$ cat src/design/apee_pkg.sv
// ----------------------------------------------------------------------------
// apee_pkg : shared types and constants of the add/sub parenthesis evaluator
// Token codes, status codes, stack segment kinds and parameter defaults.
// ----------------------------------------------------------------------------
package apee_pkg;

  // parameter defaults
  localparam int DEF_STACK_DEPTH = 32;
  localparam int DEF_VALUE_WIDTH = 32;

  // token kinds carried on the input tuser
  typedef enum logic [2:0] {
    OP_LPAREN = 3'd0,
    OP_RPAREN = 3'd1,
    OP_ADD    = 3'd2,
    OP_SUB    = 3'd3,
    OP_VALUE  = 3'd4,
    OP_END    = 3'd5
  } op_t;

  // result status codes
  typedef enum logic [2:0] {
    ST_OK       = 3'd0,
    ST_SHORT    = 3'd1,
    ST_INVALID  = 3'd2,
    ST_EMPTY    = 3'd3,
    ST_OVERFLOW = 3'd4
  } status_t;

  // contents of one segment between left parens: nothing, a value,
  // or a value with a pending add or sub above it
  typedef enum logic [1:0] {
    SEG_NONE  = 2'd0,
    SEG_VAL   = 2'd1,
    SEG_VALOP = 2'd2
  } seg_kind_t;

endpackage

$ cat src/design/add_sub_paren_expression_evaluator.sv
// ----------------------------------------------------------------------------
// add_sub_paren_expression_evaluator : streaming infix add/sub evaluator
// Folds a token stream of numbers, operators and parentheses into one value
// per expression, with sticky error reporting and a bounded typed stack.
// ----------------------------------------------------------------------------
// One result item leaves for every token item, in order. The block takes one
// item per clock cycle while the output side is not stalled, and each item
// passes an input register and then a result register on its way out.
// The stack is kept as frames split at left
// parens: the open frame (top value and pending operator) and the frame under
// the innermost left paren live in flip-flops, deeper frames sit in a memory
// of STACK_DEPTH words whose registered read prefetches the frame that a
// closing paren brings up next, so every token needs at most one add or
// subtract and no memory read in its own cycle. No clearing pass is needed
// after reset: only frames written since the last end token are ever read.
module add_sub_paren_expression_evaluator
  import apee_pkg::*;
#(
  parameter int STACK_DEPTH = DEF_STACK_DEPTH,
  parameter int VALUE_WIDTH = DEF_VALUE_WIDTH
) (
  input  logic        clk,
  input  logic        rst,
  // token side
  input  logic        s_tvalid,
  output logic        s_tready,
  input  logic [31:0] s_tdata,   // [31:0] token_value
  input  logic [2:0]  s_tuser,   // [2:0] opcode
  // result side
  output logic        m_tvalid,
  input  logic        m_tready,
  output logic [31:0] m_tdata,   // [31:0] result
  output logic [3:0]  m_tuser    // [2:0] status, [3] done_res
);

  localparam int CW = $clog2(STACK_DEPTH + 1);
  localparam int AW = $clog2(STACK_DEPTH);
  localparam int EW = VALUE_WIDTH + 3;
  localparam logic [CW-1:0] FULL = CW'(STACK_DEPTH);

  // input register
  logic              in_valid;
  logic [2:0]        in_op;
  logic signed [31:0] in_tv;

  // stack state
  logic [CW-1:0]     count, count_next;
  logic [CW-1:0]     lpd, lpd_next;
  status_t           sticky, sticky_next;
  seg_kind_t         t_kind, t_kind_next;
  logic              t_sub, t_sub_next;
  logic [VALUE_WIDTH-1:0] t_val, t_val_next;
  seg_kind_t         u_kind;
  logic              u_sub;
  logic [VALUE_WIDTH-1:0] u_val;
  logic [EW-1:0]     p_ent;
  logic [EW-1:0]     mem [STACK_DEPTH];

  // datapath helpers
  logic              advance;
  logic              push_lp, pop_lp;
  status_t           err;
  status_t           out_status;
  logic              out_done;
  logic [31:0]       out_result;
  logic signed [63:0] tv_ext;
  logic [VALUE_WIDTH-1:0] tok_val;
  logic [63:0]       res_ext;
  logic [CW-1:0]     wr_full, rd_full;
  logic [AW-1:0]     wr_idx, rd_idx;

  assign advance  = in_valid && (!m_tvalid || m_tready);
  assign s_tready = !in_valid || advance;

  assign tv_ext  = 64'(in_tv);
  assign tok_val = tv_ext[VALUE_WIDTH-1:0];
  assign res_ext = 64'(t_val);

  assign wr_full = lpd - CW'(1);
  assign rd_full = lpd - CW'(3);
  assign wr_idx  = wr_full[AW-1:0];
  assign rd_idx  = rd_full[AW-1:0];

  // token evaluation
  always_comb begin
    count_next  = count;
    lpd_next    = lpd;
    sticky_next = sticky;
    t_kind_next = t_kind;
    t_sub_next  = t_sub;
    t_val_next  = t_val;
    push_lp     = 1'b0;
    pop_lp      = 1'b0;
    err         = ST_OK;
    out_status  = sticky;
    out_done    = 1'b0;
    out_result  = '0;
    if (in_op == OP_END) begin
      out_done = 1'b1;
      if (sticky == ST_OK) begin
        if (lpd == '0 && t_kind == SEG_VAL) begin
          out_result = res_ext[31:0];
        end else begin
          out_status = ST_INVALID;
        end
      end
      count_next  = '0;
      lpd_next    = '0;
      sticky_next = ST_OK;
      t_kind_next = SEG_NONE;
    end else if (sticky == ST_OK) begin
      unique case (in_op)
        OP_LPAREN: begin
          if (count == FULL) begin
            err = ST_OVERFLOW;
          end else begin
            push_lp     = 1'b1;
            count_next  = count + CW'(1);
            lpd_next    = lpd + CW'(1);
            t_kind_next = SEG_NONE;
          end
        end
        OP_RPAREN: begin
          if (count == '0) begin
            err = ST_INVALID;
          end else if (t_kind == SEG_NONE) begin
            // a left paren is on top
            err = ST_EMPTY;
          end else if (t_kind != SEG_VAL || lpd == '0) begin
            err = ST_INVALID;
          end else if (u_kind == SEG_VAL) begin
            // bracket result would follow a bare value
            err = ST_INVALID;
          end else begin
            pop_lp   = 1'b1;
            lpd_next = lpd - CW'(1);
            if (u_kind == SEG_VALOP) begin
              t_val_next = u_sub ? (u_val - t_val) : (u_val + t_val);
              count_next = count - CW'(3);
            end else begin
              count_next = count - CW'(1);
            end
            t_kind_next = SEG_VAL;
          end
        end
        OP_ADD, OP_SUB: begin
          if (t_kind != SEG_VAL) begin
            err = ST_SHORT;
          end else if (count == FULL) begin
            err = ST_OVERFLOW;
          end else begin
            t_kind_next = SEG_VALOP;
            t_sub_next  = (in_op == OP_SUB);
            count_next  = count + CW'(1);
          end
        end
        OP_VALUE: begin
          if (t_kind == SEG_VAL) begin
            err = ST_INVALID;
          end else if (t_kind == SEG_VALOP) begin
            t_val_next  = t_sub ? (t_val - tok_val) : (t_val + tok_val);
            t_kind_next = SEG_VAL;
            count_next  = count - CW'(1);
          end else if (count == FULL) begin
            err = ST_OVERFLOW;
          end else begin
            t_val_next  = tok_val;
            t_kind_next = SEG_VAL;
            count_next  = count + CW'(1);
          end
        end
        default: err = ST_INVALID;
      endcase
      // a failing token leaves the stack untouched
      if (err != ST_OK) begin
        push_lp     = 1'b0;
        pop_lp      = 1'b0;
        count_next  = count;
        lpd_next    = lpd;
        t_kind_next = t_kind;
        t_sub_next  = t_sub;
        t_val_next  = t_val;
      end
      sticky_next = err;
      out_status  = err;
    end
  end

  // input register
  always_ff @(posedge clk) begin
    if (rst) begin
      in_valid <= 1'b0;
    end else if (s_tready) begin
      in_valid <= s_tvalid;
    end
    if (s_tready && s_tvalid) begin
      in_op <= s_tuser;
      in_tv <= signed'(s_tdata);
    end
  end

  // control state of the stack
  always_ff @(posedge clk) begin
    if (rst) begin
      count  <= '0;
      lpd    <= '0;
      sticky <= ST_OK;
      t_kind <= SEG_NONE;
    end else if (advance) begin
      count  <= count_next;
      lpd    <= lpd_next;
      sticky <= sticky_next;
      t_kind <= t_kind_next;
    end
  end

  // frame payload, frame under the innermost paren and its prefetch
  always_ff @(posedge clk) begin
    if (advance) begin
      t_sub <= t_sub_next;
      t_val <= t_val_next;
      if (push_lp) begin
        u_kind <= t_kind;
        u_sub  <= t_sub;
        u_val  <= t_val;
        p_ent  <= {u_kind, u_sub, u_val};
      end else if (pop_lp) begin
        u_kind <= seg_kind_t'(p_ent[EW-1 -: 2]);
        u_sub  <= p_ent[VALUE_WIDTH];
        u_val  <= p_ent[VALUE_WIDTH-1:0];
        p_ent  <= mem[rd_idx];
      end
    end
  end

  // deeper frames
  always_ff @(posedge clk) begin
    if (advance && push_lp && lpd != '0) begin
      mem[wr_idx] <= {u_kind, u_sub, u_val};
    end
  end

  // result register
  always_ff @(posedge clk) begin
    if (rst) begin
      m_tvalid <= 1'b0;
    end else if (advance) begin
      m_tvalid <= 1'b1;
    end else if (m_tready) begin
      m_tvalid <= 1'b0;
    end
    if (advance) begin
      m_tdata <= out_result;
      m_tuser <= {out_done, out_status};
    end
  end

  // checks
  a_lp_within_count: assert property (@(posedge clk) disable iff (rst)
    lpd <= count)
    else $error("left paren count exceeds stack count");

  a_end_clears: assert property (@(posedge clk) disable iff (rst)
    advance && in_op == OP_END |=> count == '0 && lpd == '0 && sticky == ST_OK)
    else $error("stack not cleared after end token");

  a_result_only_on_ok_end: assert property (@(posedge clk) disable iff (rst)
    m_tvalid && m_tdata != '0 |-> m_tuser[3] && m_tuser[2:0] == ST_OK)
    else $error("nonzero result outside a good end token");

endmodule

$ cat config.mk
export PLATFORM = sky130hd
export DESIGN_NAME = add_sub_paren_expression_evaluator
export DESIGN_NICKNAME = d
export VERILOG_FILES = /design/src/design/apee_pkg.sv /design/src/design/add_sub_paren_expression_evaluator.sv
export SDC_FILE = /design/constraint.sdc
export NUM_CORES = 2
export LEC_CHECK = 0
export BUFFER_PORTS_ARGS = -buffer_cell sky130_fd_sc_hd__buf_2
export CORE_UTILIZATION = 56
export CTS_BUF_LIST = sky130_fd_sc_hd__clkbuf_4
export DETAILED_ROUTE_END_ITERATION = 6
export GPL_ROUTABILITY_DRIVEN = 0
export PLACE_DENSITY = 0.72
export SKIP_LAST_GASP = 1
export SLEW_MARGIN = 25
export SYNTH_ARGS = -nofsm -noshare
export SYNTH_HDL_FRONTEND = slang
export SYNTH_SLANG_ARGS = --single-unit
$ cat constraint.sdc
create_clock -name clk -period 7.62 [get_ports clk]
set_clock_uncertainty 0.1 [all_clocks]
set_input_delay 0.381 -clock clk [delete_from_list [all_inputs] [get_ports clk]]
set_output_delay 0.381 -clock clk [all_outputs]
set_load 0.01 [all_outputs]
Word-level counts from Yosys, hierarchy flattened
Memories as Yosys holds them, arrays and structs flattened.
Cells that the tools add are included.
{"block": "totals", "regBits": 193, "mem_bits_rw": 1120, "inputBits": 39, "output_inout_bits": 38, "wordCells": 179, "n_memories": 1}
{"name": "mem", "words": 32, "word_bits": 35, "read_ports": 1, "rd_ports_with_merged_regs": 0, "write_ports": 1, "line": "add_sub_paren_expression_evaluator.sv:57", "text": "logic [EW-1:0] mem [STACK_DEPTH];"}
{"block": "classes", "add_sub_neg": 10, "n_eq_ne": 28, "mux": 89, "bitwise_logic": 4, "n_reduce_logical": 31}
{"op": "two-way mux 32 bit", "count": 12}
{"op": "two-way mux 6 bit", "count": 20}
{"op": "two-way mux 35 bit", "count": 2}
{"op": "adder 32 bit", "count": 2}
{"op": "one-hot mux 32 bit (2 select lines)", "count": 1}
{"op": "subtractor 32 bit", "count": 2}
{"op": "two-way mux 2 bit", "count": 19}
{"op": "two-way mux 3 bit", "count": 11}
{"op": "inequality test 3 bit (second input constant)", "count": 9}
{"op": "one-hot mux 6 bit (4 select lines)", "count": 1}
{"op": "two-way mux 1 bit", "count": 20}
{"op": "inequality test 2 bit (second input constant)", "count": 7}
{"op": "AND reduction 13 bit", "count": 1}
{"op": "adder 6 x 1 -> 6 bit (second input constant)", "count": 2}
{"op": "logical NOT 6 bit", "count": 2}
{"op": "one-hot mux 3 bit (4 select lines)", "count": 1}
{"op": "one-hot mux 6 bit (2 select lines)", "count": 1}
{"op": "AND reduction 12 bit", "count": 1}
{"op": "subtractor 6 x 1 -> 6 bit (second input constant)", "count": 2}
{"op": "AND reduction 10 bit", "count": 1}
{"op": "AND reduction 9 bit", "count": 1}
{"op": "one-hot mux 2 bit (4 select lines)", "count": 1}
{"op": "nonzero test 2 bit", "count": 4}
{"op": "AND reduction 7 bit", "count": 1}
{"op": "other kinds (22)", "count": 38}

Longest topological paths before layout
{"block": "logic_depth", "word_depth": 16, "ltp_mapped": 18, "ltp_nobuf": 18}

Worst setup path before layout
Ideal clock, no wire load.
{"block": "synth_timing", "path_kind": "flip-flop to flip-flop", "from": "register lpd[0]", "to": "register p_ent[0], enable pin", "setup_ns": 0.498, "t_arrival_ns": 5.200, "path_slack_ns": 1.821, "stages_incl_launch_ff": 10, "path_buffers": 3, "period_less_slack_ns": 5.799, "cell_sequence": "dfxtp_1 clkbuf_1 clkbuf_1 buf_1 inv_1 ha_1 and3b_1 nor3b_1 a31oi_1 nor2_1"}
{"block": "synth_via", "elab_chain_cells": 14, "word_cells_on_any_way": 21, "cone_classes": "mux (16); reduce/logical (5)"}
{"element": "from (decl)", "line": "add_sub_paren_expression_evaluator.sv:48", "text": "logic [CW-1:0] lpd, lpd_next;"}
{"element": "from (signal assigned)", "line": "add_sub_paren_expression_evaluator.sv:211", "text": "lpd <= lpd_next;"}
{"element": "logical NOT 6 bit (*)", "line": "add_sub_paren_expression_evaluator.sv:129", "text": "end else if (t_kind != SEG_VAL || lpd == '0) begin"}
{"element": "logical OR 1 bit (*)", "line": "add_sub_paren_expression_evaluator.sv:129"}
{"element": "two-way mux 2 bit", "line": "add_sub_paren_expression_evaluator.sv:129"}
{"element": "two-way mux 2 bit", "line": "add_sub_paren_expression_evaluator.sv:126", "text": "end else if (t_kind == SEG_NONE) begin"}
{"element": "two-way mux 2 bit", "line": "add_sub_paren_expression_evaluator.sv:124", "text": "if (count == '0) begin"}
{"element": "one-hot mux 3 bit (4 select lines)", "line": "add_sub_paren_expression_evaluator.sv:112", "text": "unique case (in_op)"}
{"element": "two-way mux 3 bit", "line": "add_sub_paren_expression_evaluator.sv:111", "text": "end else if (sticky == ST_OK) begin"}
{"element": "two-way mux 3 bit", "line": "add_sub_paren_expression_evaluator.sv:98", "text": "if (in_op == OP_END) begin"}
{"element": "nonzero test 3 bit", "line": "add_sub_paren_expression_evaluator.sv:175", "text": "if (err != ST_OK) begin"}
{"element": "two-way mux 1 bit", "line": "add_sub_paren_expression_evaluator.sv:175"}
{"element": "two-way mux 1 bit", "line": "add_sub_paren_expression_evaluator.sv:111"}
{"element": "two-way mux 1 bit", "line": "add_sub_paren_expression_evaluator.sv:98"}
{"element": "nonzero test 2 bit (no line) (*)"}
{"element": "AND reduction 2 bit (no line) (*)"}
{"element": "to (signal assigned)", "line": "add_sub_paren_expression_evaluator.sv:226", "text": "p_ent <= {u_kind, u_sub, u_val};"}
{"element": "to (signal assigned)", "line": "add_sub_paren_expression_evaluator.sv:231", "text": "p_ent <= mem[rd_idx];"}
{"element": "to (decl)", "line": "add_sub_paren_expression_evaluator.sv:56", "text": "logic [EW-1:0] p_ent;"}
Mark *: on every way between the ends. The rest lies on a longest branch, timed or not. The select of a mux whose other input is x is not followed.
A chain may end at the register's enable or synchronous reset.

Worst setup path after layout
{"block": "layout_timing", "from": "register t_val[6]", "to": "register t_val[27] (data pin)"}
{"block": "layout_via", "elab_chain_cells": 8, "word_cells_on_any_way": 14, "cone_classes": "add/sub (4); mux (10)"}
{"element": "from (decl)", "line": "add_sub_paren_expression_evaluator.sv:52", "text": "logic [VALUE_WIDTH-1:0] t_val, t_val_next;"}
{"element": "from (signal assigned)", "line": "add_sub_paren_expression_evaluator.sv:221", "text": "t_val <= t_val_next;"}
{"element": "adder 32 bit or subtractor 32 bit (tied branches)", "line": "add_sub_paren_expression_evaluator.sv:138", "text": "t_val_next = u_sub ? (u_val - t_val) : (u_val + t_val);"}
{"element": "two-way mux 32 bit", "line": "add_sub_paren_expression_evaluator.sv:138"}
{"element": "two-way mux 32 bit", "line": "add_sub_paren_expression_evaluator.sv:137", "text": "if (u_kind == SEG_VALOP) begin"}
{"element": "two-way mux 32 bit", "line": "add_sub_paren_expression_evaluator.sv:131", "text": "end else if (u_kind == SEG_VAL) begin"}
{"element": "two-way mux 32 bit", "line": "add_sub_paren_expression_evaluator.sv:129"}
{"element": "two-way mux 32 bit", "line": "add_sub_paren_expression_evaluator.sv:126"}
{"element": "two-way mux 32 bit", "line": "add_sub_paren_expression_evaluator.sv:124"}
{"element": "one-hot mux 32 bit (2 select lines) (*)", "line": "add_sub_paren_expression_evaluator.sv:112"}
Marked as above.

==> parameters.txt <==
Parameter                              Value

Outcome
  Run status    complete, no violations

Layout
  Filler Cells Inserted    6707
  Final instance area    63100 um2
  Fraction of final layout cells sized beyond drive strength 1    30.4%
  Area Growth Syn to Fin    13.9%
  Area of the multi-input gates    15800 um2
  Register cell area after layout    39200 um2
  Nets    3549

Floorplanning
  Die Width    317 um
  Standard-cell row count    115
  Core ar.    98100 um2
  Die Area    100000 um2
  I/O pin count    77
  Die Ht    317 um
  Initial core utilization    56.5%

GRT
  Maximum number of pins on one net before global-route repair    98
  Vias in the first global route    32294
  Number of antenna violations at the first check in global routing    1
  First-pass GRT wire length    201000 um
  Grt ovf    0
  Total global-route track usage    27.7%

CTS
  TritonCTS clock tree    built
  Number of hold buffers added after cts    79
  Buffers inserted during post-CTS setup optimization    0
  Clk root buf    sky130_fd_sc_hd__clkbuf_4
  Post-CTS clock slew at the launch and capture registers of the worst setup and hold paths    0.07 ns
  Max clock buf depth    4
  Post-CTS Resized    0
  Total clock sinks    1313
  Clock latency reported for the late side of the worst-skew pair    1.21 ns
  Number of buffers inserted during clock tree synthesis    338
  H-tree depth    5

Drt
  Detailed-route wire length    136000 um
  Average wire per standard cell    27.5 um
  Number of nets with antenna violations after detailed routing    0
  Via count    31407
  Number of vias per cell    6.35
  Remaining design rule violation count    0
  1st-iter DRT viols    3987
  DR pass1 iterations    7

Worst setup path
  Critical-path cell with the highest stage delay    sky130_fd_sc_hd__a2111oi_0
  Start-to-end type of the worst setup path    flop to flop
  Register-to-register path setup slack    2.24 ns
  Data arrival, critical path    6.17 ns
  Worst r2r src    t_val[6]
  Highest net fanout along the worst path    8
  Reg2Reg Depth    16
  Delay of the slowest cell on the worst path    0.68 ns
  Cell-by-cell trace of the critical path    or4_1 -> nor3_1 -> and3_1 -> and2_1 -> nor2_1 -> xnor2_1 -> ha_1 -> nand2_1 -> nor3_1 -> nand3_1 -> a2111oi_0 -> nor3_1 -> o21ai_0 -> a21oi_1 -> xnor2_1 -> mux2_2
  Crit path required time    8.40 ns
  Crit. End Element    flop
  Startpoint type of the worst setup path    flop
  Cell repeated most along the worst path    sky130_fd_sc_hd__nor3_1
  Reg2reg end    t_val[27]

Power
  Post-layout total power    0.0143 W
  Leakage power    20.3 nW
  Power density over the cells    227 nW/um2
  Max VDD drop    0.129 mV

Job
  Total of max-cap violations    0

STA
  Total setup violations reported at the end of the flow    0
  Min cycle time layout    5.38 ns
  Total negative slack for setup checks    0 ns
  Worst hold slack    0.134 ns
  Tcrit/Tclk final    70.7%
  RSZ-0062 raised after global routing    false
  Relative slew slack    25.2%
  FMAX    186 MHz
  Worst slew pin tran    1.12 ns
  Final Hold Vio Count    0
  Final Max Slew Viols    0

Yosys
  Top cell types by occurrence after synthesis    1294 x sky130_fd_sc_hd__edfxtp_1, 350 x sky130_fd_sc_hd__mux4_2, 144 x sky130_fd_sc_hd__nor2_1, 121 x sky130_fd_sc_hd__nand2_1, 120 x sky130_fd_sc_hd__o21ai_0
  Number of enable flip-flop cells after synthesis    1294
  Area share of the largest cell type after synthesis    70.1%
  Avg Inst Size Synth    18.5 um2
  Netlist area before placement    55400 um2
  Number of nets produced by synthesis    3100
  Proportion of synthesized chip area in sequential cells    70.8%
  Distinct cell type count after synthesis    71
  Fraction of registers with async set or reset after synthesis    0%
  Most frequently used cell type in the post-synthesis netlist    sky130_fd_sc_hd__edfxtp_1
  Most area-consuming cells after synthesis    sky130_fd_sc_hd__edfxtp_1 70%, sky130_fd_sc_hd__mux4_2 14%, sky130_fd_sc_hd__ha_1 1.6%
  Most area-hungry cell type in the Yosys netlist    sky130_fd_sc_hd__edfxtp_1
  Flip-flop and latch count after synthesis    1313
  Top FF cell, synth    sky130_fd_sc_hd__edfxtp_1
  Gate count of the mapped netlist    2987
  Count of yosys warnings during synthesis    0

Hold path
  Hold Crit Start    rst
  Cells on Worst Hold Path    3
  Hold/Removal Path Class    input port to flop
  Capture endpoint of the worst hold path    t_kind[0]

Placement
  Estimated wirelength of the detail-placed design    75000 um
  DP Area    57800 um2
  Quantity of I/O buffers inserted on ports    76
==> metal layers <==
metal  vias up  GRT usage, %  wire [um]
li1      13314             -          -
met2      1835          44.9      66900
met1     15971          37.0      51100
met3       287          6.34      13700
met5         -             0          0
met4         0          10.5       3940
==> through the flow <==
| step | setup slack [ns] | instances | utilization [%] |
|---|---|---|---|
| 5_1_grt | 1.88 | 4945 | 64.3 |
| 2_1_floorplan | 1.82 | 2987 | - |
| 3_5_place_dp | 2.29 | 4276 | 58.9 |
| 3_3_place_gp | 2.31 | 4268 | 58.8 |
| 4_1_cts | 2.32 | 4912 | 63.9 |
| 6_report | 2.24 | 4946 | 64.3 |
==> power by group <==
group / internal [W] / switching, W / leakage, nW
sequential: 0.00787 / 0.0000389 / 11.9
clock: 0.00308 / 0.00274 / 2.43
combinational: 0.000286 / 0.000318 / 6.06
==> worst max-delay path, delay by kind of cell (launching register included) <==
family	cells	cell delay (ns)
DFF	1	0.52
and+or+nand+nor	9	2.46
adders and majority gates	1	0.42
AOI/OAI and AO/OA	3	1.10
xor gates and xnor gates	2	0.27
muxes	1	0.25
==> placed cells by master, fill, tap and decap left out, drive strengths merged, types with 72 or more instances in the layout <==
cell type and n:
edfxtp 1294, clkbuf 459, mux4 350, buf 170
nor2 144, nand2 121, o21ai 120, a21oi 117
xnor2 90, clkinv 85, dlygate4sd3 79, ha 72
==> worst max-delay path by stage <==
stage | from | endpoint | slack [ns] | cells after the start
after detailed placement | in_tv[0] | t_val[25] | 2.29 | 18
after floorplan | lpd[0] | p_ent[0] | 1.82 | 9
final | t_val[6] | t_val[27] | 2.24 | 16
after CTS | in_tv[0] | t_val[27] | 2.32 | 18
after global placement | in_tv[0] | t_val[25] | 2.31 | 18
after global routing | t_val[6] | t_val[27] | 1.88 | 16
==> sequential cells by signal, summed over array words and instances (netlist names), 6 cells and up <==
register / cells
count: 6
in_tv: 32
lpd: 6
m_tdata: 32
mem: 1120
p_ent: 35
t_val: 32
u_val: 32
==> area by class of cell <==
class                      count  area share [%]
antenna                        6          0.0238
clock buffer                 459            5.46
clock inverter                98           0.995
inverter                      38           0.226
multi-input combinational   1496            25.0
sequential                  1313            62.2
tap                         1287            2.55
timing repair buffer         249            3.55
==> kinds of logic after synthesis <==
family | after synthesis | share of synthesized area [%]
buffers and inverters | 178 | 1.24
adder cells (fa/ha/maj) | 75 | 1.72
flip-flops | 1313 | 70.8
XOR/XNOR | 116 | 1.83
AO/OA/AOI/OAI | 409 | 4.55
multiplexers | 435 | 15.9
AND/OR/NAND/NOR | 461 | 3.97
Power figures use the tool's default switching activity.
